$ cat src/rtl/pell_fundamental_solution_macros.svh
// Assertion macros for the Pell solver. Each use sits on a line of its own.
`ifndef PELL_FUNDAMENTAL_SOLUTION_MACROS_SVH
`define PELL_FUNDAMENTAL_SOLUTION_MACROS_SVH

// Same-cycle implication, checked at every rising edge outside reset.
`define PFS_ASSERT_NOW(lbl, ante, cons, msg) \
	lbl: assert property (@(posedge clk) disable iff (!arst_n) (ante) |-> (cons)) \
		else $error(msg);

// Next-cycle implication, checked at every rising edge outside reset.
`define PFS_ASSERT_NEXT(lbl, ante, cons, msg) \
	lbl: assert property (@(posedge clk) disable iff (!arst_n) (ante) |=> (cons)) \
		else $error(msg);

`endif

$ cat src/rtl/pfs_pkg.sv
`timescale 1ns / 1ps
package pfs_pkg;
	localparam int NW = 63;
	localparam int DEF_MAX_TERMS = 128;
	localparam int DEF_RADICAND_BITS = 40;
	localparam logic [NW-1:0] NUM_BOUND = 63'd4000000000000000000;
endpackage

$ cat src/rtl/pell_fundamental_solution.sv
// Order of work: the square root, then the first denominator term, then each further term
// up to MAX_TERMS terms, on a serial shift-add/restoring-divide datapath whose term
// registers are AW = ceil(RADICAND_BITS/2) + 2 bits wide. One word at a time: busy stays
// high until the result strobe, and a new word may be taken in the strobe cycle.
// Reset (arst_n low) returns the sequencer to idle and drops busy and done at once.
`timescale 1ns / 1ps
`include "pell_fundamental_solution_macros.svh"
module pell_fundamental_solution #(
	parameter int MAX_TERMS = pfs_pkg::DEF_MAX_TERMS,
	parameter int RADICAND_BITS = pfs_pkg::DEF_RADICAND_BITS
) (
	input  logic                     clk,
	input  logic                     arst_n,
	input  logic                     start,
	output logic                     busy,
	input  logic [RADICAND_BITS-1:0] radicand,
	output logic                     done,
	output logic [pfs_pkg::NW-1:0]   x_solution,
	output logic [pfs_pkg::NW-1:0]   y_solution,
	output logic                     found
);
	import pfs_pkg::*;

	localparam int RB = RADICAND_BITS;
	localparam int AW = (RB + 1) / 2 + 2;
	localparam int PW = NW + AW + 1;
	localparam int CW = $clog2(RB + 1);
	localparam int TW = $clog2(MAX_TERMS);
	localparam int TOPB = ((RB - 1) / 2) * 2;
	localparam int SQ_STEPS = TOPB / 2 + 1;

	typedef enum logic [4:0] {
		S_IDLE, S_SQRT, S_INIT, S_LD_DA, S_MUL_DA, S_SUB_M, S_MUL_MM, S_SUB_DV,
		S_DIV_D, S_WR_D, S_ADD_AM, S_DIV_A, S_WR_A, S_MUL_N, S_CHK_N, S_MUL_K,
		S_WR_K, S_TEST
	} state_t;

	state_t state_q;
	logic [RB-1:0] dv_q;
	logic [AW-1:0] a0_q, m_q, d_q, a_q, ml_q, rem_q;
	logic [NW-1:0] n0_q, n1_q, k0_q, k1_q;
	logic [PW-1:0] acc_q, mcs_q;
	logic [RB-1:0] dq_q;
	logic [CW-1:0] cnt_q;
	logic [TW-1:0] i_q;
	logic          nxt_q;
	logic          done_q, found_q;
	logic [NW-1:0] x_q, y_q;

	// Shared adder: subtracts when add_sub is set, carry out means no borrow.
	logic [PW-1:0] add_x, add_y;
	logic          add_sub;
	logic [PW:0]   sum;
	logic [PW-1:0] sum_r;
	logic          carry;
	logic [AW:0]   trial;

	always_comb begin
		add_x = '0;
		add_y = '0;
		add_sub = 1'b0;
		trial = {rem_q, dq_q[RB-1]};
		unique case (state_q)
			S_SQRT: begin
				add_x = PW'(acc_q[RB-1:0]);
				add_y = PW'(mcs_q[RB-1:0] | dq_q);
				add_sub = 1'b1;
			end
			S_MUL_DA, S_MUL_MM, S_MUL_N, S_MUL_K: begin
				add_x = acc_q;
				add_y = mcs_q;
			end
			S_SUB_M: begin
				add_x = acc_q;
				add_y = PW'(m_q);
				add_sub = 1'b1;
			end
			S_SUB_DV: begin
				add_x = PW'(dv_q);
				add_y = acc_q;
				add_sub = 1'b1;
			end
			S_DIV_D, S_DIV_A: begin
				add_x = PW'(trial);
				add_y = PW'(d_q);
				add_sub = 1'b1;
			end
			S_ADD_AM: begin
				add_x = PW'(a0_q);
				add_y = PW'(m_q);
			end
			S_TEST: begin
				add_x = PW'(NUM_BOUND);
				add_y = PW'(n0_q);
				add_sub = 1'b1;
			end
			default: begin
				add_x = '0;
			end
		endcase
		sum = {1'b0, add_x} + {1'b0, add_y ^ {PW{add_sub}}} + (PW+1)'(add_sub);
		sum_r = sum[PW-1:0];
		carry = sum[PW];
	end

	always_ff @(posedge clk or negedge arst_n) begin
		if (!arst_n) begin
			state_q <= S_IDLE;
			done_q <= 1'b0;
			nxt_q <= 1'b0;
			i_q <= '0;
			cnt_q <= '0;
		end else begin
			done_q <= 1'b0;
			unique case (state_q)
				S_IDLE: begin
					if (start) begin
						dv_q <= radicand;
						acc_q <= PW'(radicand);
						mcs_q <= '0;
						dq_q <= RB'(1) << TOPB;
						cnt_q <= CW'(SQ_STEPS);
						state_q <= S_SQRT;
					end
				end
				S_SQRT: begin
					// The root and the trial bit never overlap, so OR serves as add.
					if (carry) begin
						acc_q <= sum_r;
						mcs_q <= (mcs_q >> 1) | PW'(dq_q);
					end else begin
						mcs_q <= mcs_q >> 1;
					end
					dq_q <= dq_q >> 2;
					cnt_q <= cnt_q - 1'b1;
					if (cnt_q == CW'(1)) state_q <= S_INIT;
				end
				S_INIT: begin
					a0_q <= mcs_q[AW-1:0];
					a_q <= mcs_q[AW-1:0];
					m_q <= '0;
					d_q <= AW'(1);
					n1_q <= NW'(1);
					n0_q <= NW'(mcs_q[AW-1:0]);
					k1_q <= '0;
					k0_q <= NW'(1);
					i_q <= '0;
					nxt_q <= 1'b0;
					state_q <= S_LD_DA;
				end
				S_LD_DA: begin
					acc_q <= '0;
					mcs_q <= PW'(d_q);
					ml_q <= a_q;
					cnt_q <= CW'(AW);
					state_q <= S_MUL_DA;
				end
				S_MUL_DA, S_MUL_MM, S_MUL_N, S_MUL_K: begin
					if (ml_q[0]) acc_q <= sum_r;
					mcs_q <= mcs_q << 1;
					ml_q <= ml_q >> 1;
					cnt_q <= cnt_q - 1'b1;
					if (cnt_q == CW'(1)) begin
						unique case (state_q)
							S_MUL_DA: state_q <= S_SUB_M;
							S_MUL_MM: state_q <= S_SUB_DV;
							S_MUL_N:  state_q <= S_CHK_N;
							default:  state_q <= S_WR_K;
						endcase
					end
				end
				S_SUB_M: begin
					m_q <= sum_r[AW-1:0];
					acc_q <= '0;
					mcs_q <= PW'(sum_r[AW-1:0]);
					ml_q <= sum_r[AW-1:0];
					cnt_q <= CW'(AW);
					state_q <= S_MUL_MM;
				end
				S_SUB_DV: begin
					dq_q <= sum_r[RB-1:0];
					rem_q <= '0;
					cnt_q <= CW'(RB);
					state_q <= S_DIV_D;
				end
				S_DIV_D, S_DIV_A: begin
					if (carry) begin
						rem_q <= sum_r[AW-1:0];
						dq_q <= {dq_q[RB-2:0], 1'b1};
					end else begin
						rem_q <= trial[AW-1:0];
						dq_q <= {dq_q[RB-2:0], 1'b0};
					end
					cnt_q <= cnt_q - 1'b1;
					if (cnt_q == CW'(1)) state_q <= (state_q == S_DIV_D) ? S_WR_D : S_WR_A;
				end
				S_WR_D: begin
					d_q <= dq_q[AW-1:0];
					if (nxt_q) begin
						state_q <= S_TEST;
					end else if (dq_q == '0) begin
						x_q <= '0;
						y_q <= '0;
						found_q <= 1'b0;
						done_q <= 1'b1;
						state_q <= S_IDLE;
					end else begin
						state_q <= S_ADD_AM;
					end
				end
				S_ADD_AM: begin
					dq_q <= RB'(sum_r[AW-1:0]);
					rem_q <= '0;
					cnt_q <= CW'(RB);
					state_q <= S_DIV_A;
				end
				S_WR_A: begin
					a_q <= dq_q[AW-1:0];
					acc_q <= PW'(n1_q);
					mcs_q <= PW'(n0_q);
					ml_q <= dq_q[AW-1:0];
					cnt_q <= CW'(AW);
					state_q <= S_MUL_N;
				end
				S_CHK_N: begin
					// A numerator that does not fit in 63 bits ends the search.
					if (acc_q[PW-1:NW] != '0) begin
						x_q <= '0;
						y_q <= '0;
						found_q <= 1'b0;
						done_q <= 1'b1;
						state_q <= S_IDLE;
					end else begin
						n1_q <= n0_q;
						n0_q <= acc_q[NW-1:0];
						acc_q <= PW'(k1_q);
						mcs_q <= PW'(k0_q);
						ml_q <= a_q;
						cnt_q <= CW'(AW);
						state_q <= S_MUL_K;
					end
				end
				S_WR_K: begin
					k1_q <= k0_q;
					k0_q <= acc_q[NW-1:0];
					nxt_q <= 1'b1;
					state_q <= S_LD_DA;
				end
				S_TEST: begin
					// n^2 - D*k^2 equals (-1)^i times the next denominator term, so the
					// convergent solves the equation when i is even and that term is one.
					if (!i_q[0] && d_q == AW'(1)) begin
						x_q <= n0_q;
						y_q <= k0_q;
						found_q <= 1'b1;
						done_q <= 1'b1;
						state_q <= S_IDLE;
					end else if (!carry || i_q == TW'(MAX_TERMS - 1) || d_q == '0) begin
						x_q <= '0;
						y_q <= '0;
						found_q <= 1'b0;
						done_q <= 1'b1;
						state_q <= S_IDLE;
					end else begin
						i_q <= i_q + 1'b1;
						state_q <= S_ADD_AM;
					end
				end
				default: state_q <= S_IDLE;
			endcase
		end
	end

	assign busy = (state_q != S_IDLE);
	assign done = done_q;
	assign x_solution = x_q;
	assign y_solution = y_q;
	assign found = found_q;

	`PFS_ASSERT_NEXT(a_accept_busy, start && !busy, busy, "accepted word did not raise busy")
	`PFS_ASSERT_NEXT(a_single_strobe, done, !done, "result strobe lasted more than one cycle")
	`PFS_ASSERT_NOW(a_found_nonzero, done && found, x_solution != '0 && y_solution != '0, "found with zero pair")
	`PFS_ASSERT_NOW(a_miss_zero, done && !found, x_solution == '0 && y_solution == '0, "miss with nonzero pair")
endmodule

$ cat config.mk
export PLATFORM = sky130hd
export DESIGN_NAME = pell_fundamental_solution
export DESIGN_NICKNAME = d
export VERILOG_FILES = /design/src/rtl/pfs_pkg.sv /design/src/rtl/pell_fundamental_solution.sv
export VERILOG_INCLUDE_DIRS = /design/src /design/src/rtl
export SDC_FILE = /design/constraint.sdc
export NUM_CORES = 2
export LEC_CHECK = 0
export CAP_MARGIN = 10
export CORE_MARGIN = 2
export CORE_UTILIZATION = 49
export CTS_CLUSTER_SIZE = 10
export DETAILED_ROUTE_END_ITERATION = 7
export DONT_BUFFER_PORTS = 1
export PLACE_DENSITY = 0.63
export SETUP_SLACK_MARGIN = 0.4
export SYNTH_ARGS = -nofsm -noshare
export SYNTH_HDL_FRONTEND = slang
export SYNTH_SLANG_ARGS = --single-unit
$ cat constraint.sdc
create_clock -name clk -period 16.89 [get_ports clk]
set_input_delay 0 -clock clk [delete_from_list [all_inputs] [get_ports clk]]
set_output_delay 0 -clock clk [all_outputs]
set_load 0.01 [all_outputs]
==> After elaboration in Yosys (flattened, before gate mapping) <==
Cells that the tools add are included.
W data, S select, Z words.
{ "totals": {"inputBits": 43, "output_inout_bits": 129, "wordCells": 178, "reg_bits": 783} }
{ "classes": {"addsub": 4, "mux": 67, "n_bitwise": 3, "n_eq_ne": 33, "n_reduce_logical": 49} }
{ "ops": {"columns": ["op", "count"], "rows": [
  ["$pmux W86 S6", 3],
  ["$pmux W86 S7", 1],
  ["$mux W86", 6],
  ["$mux W63", 8],
  ["$pmux W63 S2", 4],
  ["$pmux W63 S3", 2],
  ["$pmux W40 S5", 1],
  ["$pmux W22 S2", 4],
  ["$pmux W22 S5", 1],
  ["$add A86 B86 Y87", 1],
  ["$add A87 B1 Y87", 1],
  ["$xor A86 B86 Y86", 1],
  ["$mux W85", 1],
  ["$or A85 B40 Y85", 1],
  ["$pmux W5 S13", 1],
  ["$mux W22", 2],
  ["$eq A5 B4 Y1 const B", 8],
  ["$logic_not A40 Y1", 1],
  ["$mux W40", 1],
  ["$or A40 B40 Y40", 1],
  ["$pmux W6 S5", 1],
  ["$mux W5", 5],
  ["$ne A2 B2 Y1 const B", 12],
  ["$reduce_bool A23 Y1", 1],
  ["other kinds (39)", 88]
]} }

==> Logic depth before layout (Yosys ltp) <==
{ "logic_depth": {"ltp_word": 12, "depth_mapped": 25, "depth_no_buf": 20} }

==> Least setup slack after synthesis <==
Ideal clock, no wire load.
{ "synth_path": {"path_kind": "flip-flop to flip-flop", "from": "register state_q[3]", "to": "register found_q, in the netlist found (enable)", "slack_ns": -0.562, "n_path_buf": 7, "stages_incl_launch_ff": 22, "synth_period_minus_slack_ns": 17.452, "setup_ns": 0.924, "t_arrival_ns": 16.528, "required_time_ns": 15.966, "cell_sequence": "dfrtp_1 buf_2 buf_1 or2_2 a21oi_1 clkbuf_1 buf_1 a22o_1 ha_1 clkbuf_1 a21o_1 a21o_1 a21o_1 or3_1 a211oi_1 o21ai_0 nor2_1 o21a_1 buf_2 nor2_1 buf_2 nor4_1"} }
{ "synth_between": {"elab_chain_len": 11, "elab_cells_between_ends": 33, "cone_classes": "2 x add/sub; 17 x eq/ne; 3 x mux; 1 x bitwise; 10 x reduce/logical"} }
{ "synth_rtl": {"columns": ["item", "line_no", "text"], "rows": [
  ["start: declaration", "pell_fundamental_solution.sv:38", "state_t state_q;"],
  ["start signal: assignment", "pell_fundamental_solution.sv:195", "if (cnt_q == CW'(1)) state_q <= (state_q == S_DIV_D) ? S_WR_D : S_WR_A;"],
  ["$eq A5 B4 Y1 (tied with other cells)", "pell_fundamental_solution.sv:63", "unique case (state_q)"],
  ["$reduce_or A4 Y1 (tied with other cells)", "pell_fundamental_solution.sv:63", null],
  ["$pmux W86 S6 / $mux W1 (equally long branches)", "pell_fundamental_solution.sv:63", null],
  ["$xor A86 B86 Y86", "pell_fundamental_solution.sv:101", "sum = {1'b0, add_x} + {1'b0, add_y ^ {PW{add_sub}}} + (PW+1)'(add_sub);"],
  ["$add A86 B86 Y87", "pell_fundamental_solution.sv:101", null],
  ["$add A87 B1 Y87", "pell_fundamental_solution.sv:101", null],
  ["$logic_not A1 Y1", "pell_fundamental_solution.sv:258", "end else if (!carry || i_q == TW'(MAX_TERMS - 1) || d_q == '0) begin"],
  ["$logic_or A1 B1 Y1 (2 in series)", "pell_fundamental_solution.sv:258", null],
  ["$ne A3 B3 Y1 (no source line)", null, null],
  ["$reduce_and A6 Y1 (no source line) *", null, null],
  ["end signal: assignment", "pell_fundamental_solution.sv:230", "found_q <= 1'b0;"],
  ["end signal: assignment", "pell_fundamental_solution.sv:255", "found_q <= 1'b1;"],
  ["end signal: assignment", "pell_fundamental_solution.sv:261", "found_q <= 1'b0;"],
  ["end: declaration", "pell_fundamental_solution.sv:47", "logic done_q, found_q;"]
]} }
Mark *: on every way between the ends. The rest lies on a longest branch, timed or not.
A chain may end at the register's enable or synchronous reset.

==> Final worst setup path <==
{ "layout_path": {"from": "register state_q[0]", "to": "register acc_q[46] (enable)"} }
{ "layout_between": {"elab_chain_len": 8, "elab_cells_between_ends": 33, "cone_classes": "2 x add/sub; 18 x eq/ne; 3 x mux; 1 x bitwise; 9 x reduce/logical"} }
{ "layout_rtl": {"columns": ["item", "line_no", "text"], "rows": [
  ["$eq A5 B4 Y1 (tied with other cells)", "pell_fundamental_solution.sv:63, pell_fundamental_solution.sv:115", null],
  ["$reduce_or A4 Y1 (tied with other cells)", "pell_fundamental_solution.sv:63, pell_fundamental_solution.sv:115", null],
  ["$pmux W86 S6 / $mux W1 (equally long branches)", "pell_fundamental_solution.sv:63", null],
  ["$xor A86 B86 Y86", "pell_fundamental_solution.sv:101", null],
  ["$add A86 B86 Y87", "pell_fundamental_solution.sv:101", null],
  ["$add A87 B1 Y87", "pell_fundamental_solution.sv:101", null],
  ["$ne A2 B2 Y1 (no source line)", null, null],
  ["$reduce_and A6 Y1 (no source line) *", null, null],
  ["end signal: assignment", "pell_fundamental_solution.sv:119", "acc_q <= PW'(radicand);"],
  ["end signal: assignment", "pell_fundamental_solution.sv:129", "acc_q <= sum_r;"],
  ["end signal: assignment", "pell_fundamental_solution.sv:159", "if (ml_q[0]) acc_q <= sum_r;"],
  ["end: declaration", "pell_fundamental_solution.sv:42", "logic [PW-1:0] acc_q, mcs_q;"]
]} }
Marked as above.

==> impl_results.md <==
* Root cell of the clock tree: clkbuf_16
* WL final at 126.3 mm
* TritonRoute pass-1 iters at 8
* Setup Fix Bufs, Post-CTS at 0
* Final HPWL DP at around 81 mm
* Top cell type by total area after synthesis: edfxtp_1
* # setup viols final at 0
* First-pass GRT wire length at about 190 mm
* CTS tree: done
* RSZ-0062 raised after global routing: no
* Ys async rst share at 0.02554
* Crit. End Element: register
* Final Cycle Share at 0.5231
* Max-slew violations at 0
* Multi-input logic area at 16400 um^2
* Ys flop type: edfxtp_1
* Ranking of synthesized cells by area: edfxtp_1 (56%), and2_1 (6.0%), nand2_1 (4.7%)
* Critical-path cell with the highest stage delay: dfrtp_1
* Cell Area, Synth at between 40000 and 50000 um^2
* Num Clock Sinks at around 780
* Grt ovf at 0
* Rel. slew slack at 0.1743
* Worst-Margin Slew at between 1 and 1.5 ns
* Hold Path Class: input port to register
* Cell Chain, Critical Path: nand2b_1, nor2_4, buf_12, nor2_4, buf_4, o21ai_0, xnor2_1, ha_1, nand4_1, nor4_1, nand2_1, nor4_1, o211ai_1, a31oi_1, nor2_1, o21a_4, buf_4, a21oi_4, buf_4, buf_4
* Maxcap violations at 0
* Area delta synth->final at 10.84%
* Vias in the first global route at just under 30000
* Initial Util at 0.4925
* Core ar. at 83160 um^2
* Setup TNS at 0 ns
* Row cnt at 106
* Unique masters post-synth at 84
* Detail Route Antenna Nets at 0
* Critical Path Start Type: register
* CTS buffer count at 93
* Yosys reg bits at about 800
* Width of the chip at ~290 um
* DRT iter0 DRCs at 4454
* Final nets at ~3800
* Final Hold Fails at 0
* FF+latch area at 23410 um^2
* CTS H-Tree Depth at 3
* Total GRT Usage at 0.2896
* Clock Skew at roughly 0.058 ns
* Most common cell in the synthesized netlist: edfxtp_1
* Worst-Skew Late Latency at between 0.6 and 0.7 ns
* Synthesized Nets at roughly 3800
* Clk slew on worst S/H paths at about 0.05 ns
* Register area share after synthesis at 0.5717
* Crit path DAT at a little over 9 ns
* Most frequent CP cell: buf_4
* Fmax at between 100 and 150 MHz
* Fillers at 7180
* Outcome: complete, no violations
* GPL Wtd Cong at about 0.97
* Minimum clock period at between 8 and 9 ns
* Clock buffer depth at 3
* Synth top area share at 0.5595
* Die area at 85910 um^2
* Layout cells sized above 1 at 0.06045
* Synth cell count leaders: edfxtp_1 (763), nand2_1 (510), and2_1 (395)
* Max incr delay on CP at just under 0.9 ns
* Ports at approximately 170
* Peak fanout along the critical path at about 160
* Cells after Synth at 3708
* Largest net degree at the start of global routing at 177
* DRC errors left at 0
* Die height at slightly below 300 um
* Via count at just over 30000
* CP Data Required Time at about 17 ns
* EDFF count, synth at approximately 760
* Antenna violations before repair at 4
* Routed wire per std cell at 26.48 um
* IO buf count at 0
* Vias/cell at approximately 6.5
* Syn_area_per_cell at about 11 um^2
* Ys Warns at 0
* Crit path kind: register to register
-- cell families (layout without fill, tap and decap cells) --
| logic type | after synthesis | in the layout | share of synthesized area |
|---|---|---|---|
| XOR/XNOR | 116 | 116 | 0.02481 |
| adder cells (fa/ha/maj) | 89 | 89 | 0.02737 |
| buffers and inverters | 351 | 332 | 0.03312 |
| multiplexers | 14 | 14 | 0.003483 |
| AND/OR/NAND/NOR | 1382 | 1382 | 0.1674 |
| other | 0 | 2 | 0 |
| AO/OA/AOI/OAI | 973 | 973 | 0.1722 |
| flip-flops | 783 | 783 | 0.5717 |
-- per-layer routing --
layer | up-vias | wire [um] | global-route usage
met1 | 15220 | 53500 | 0.4178
met3 | 246 | 12130 | 0.05348
met2 | 1779 | 57030 | 0.4465
met5 | - | 13 | 0
met4 | 2 | 3653 | 0.08568
li1 | 13870 | - | -
-- state kept, by name, indices dropped and copies added, names as in the netlist --
register    count
acc_q          86
mcs_q          86
k0_q           63
k1_q           63
n0_q           63
n1_q           63
x_solution     63
y_solution     63
dq_q           40
dv_q           40
a0_q           22
a_q            22
d_q            22
m_q            22
ml_q           22
rem_q          22
i_q             7
cnt_q           6
state_q         5
done            1
found           1
nxt_q           1
-- final cells by class --
type,instances,area share
sequential,783,0.5158
multi-input combinational,2574,0.3612
clock buffer,108,0.05273
tap,1080,0.02977
timing repair buffer,125,0.02591
clock inverter,21,0.008049
inverter,78,0.006450
antenna,2,0.0001103
-- per-stage QoR --
| step | utilization | hold slack [ns] | setup slack, ns | instance area [um^2] | instances |
|---|---|---|---|---|---|
| 3_3_place_gp | 0.5036 | -0.2949 | 8.303 | 41880 | 4565 |
| 3_5_place_dp | 0.5036 | -0.2950 | 8.234 | 41880 | 4565 |
| 4_1_cts | 0.5458 | 0.001003 | 8.295 | 45390 | 4769 |
| 6_report | 0.5459 | 0.02627 | 8.054 | 45390 | 4771 |
| 2_1_floorplan | - | -0.2956 | 4.816 | 40960 | 3708 |
| 5_1_grt | 0.5458 | 0.008631 | 7.594 | 45390 | 4770 |
-- path summary, 6_finish.rpt --
check | startpoint | end | slack, ns | cells after the start
max | state_q[0] | acc_q[46] | 8.05 | 20
min | radicand[26] | dv_q[26] | 0.03 | 1
max reg2reg | state_q[0] | acc_q[46] | 8.05 | 20
min reg2reg | cnt_q[4] | cnt_q[4] | 0.49 | 2
max in group asynchronous | arst_n | cnt_q[2] | 15.78 | 2
min in group asynchronous | arst_n | i_q[4] | 0.52 | 2
-- layout by cell type (no fill, tap or decap), drive strengths merged, types with 9 or more instances in the layout --
cell,netlist,routed
edfxtp,763,763
nand2,510,510
and2,395,395
a21oi,179,179
nor2,170,170
o21ai,168,168
a222oi,130,130
a22oi,112,112
clkbuf,236,108
ha,88,88
xnor2,85,85
a21o,82,82
inv,77,79
a22o,77,77
dlygate4sd3,0,75
nand3,71,71
nor3,52,52
buf,37,50
nand4,43,43
o211ai,41,41
and3,39,39
a221oi,31,31
xor2,31,31
nor4,27,27
o21bai,26,26
dfrtp,20,20
nand2b,17,17
o2111ai,17,17
o21a,16,16
a31oi,15,15
clkinv,1,15
a221o,13,13
or3,13,13
mux2i,12,12
or2,11,11
a211oi,11,11
o22ai,10,10
nor2b,9,9
-- worst max-delay path: cells and delay by family, from the launching register on --
family | cells | cell delay [ns]
DFF | 1 | 0.89
adders and majority gates | 1 | 0.47
and+or+nand+nor | 8 | 2.40
buffers and inverters | 5 | 2.60
xor gates and xnor gates | 1 | 0.12
AOI/OAI and AO/OA | 5 | 1.77
-- what timing repair did --
item / in CTS / in global routing
gates resized for setup: 0 / 0
hold buffers: 75 / 0
hold endpoints to repair: 111 / 0
setup endpoints to repair: 0 / 0
Power is not shown: default switching activity piles up to over one toggle a cycle in this logic, so the estimate is an artifact.
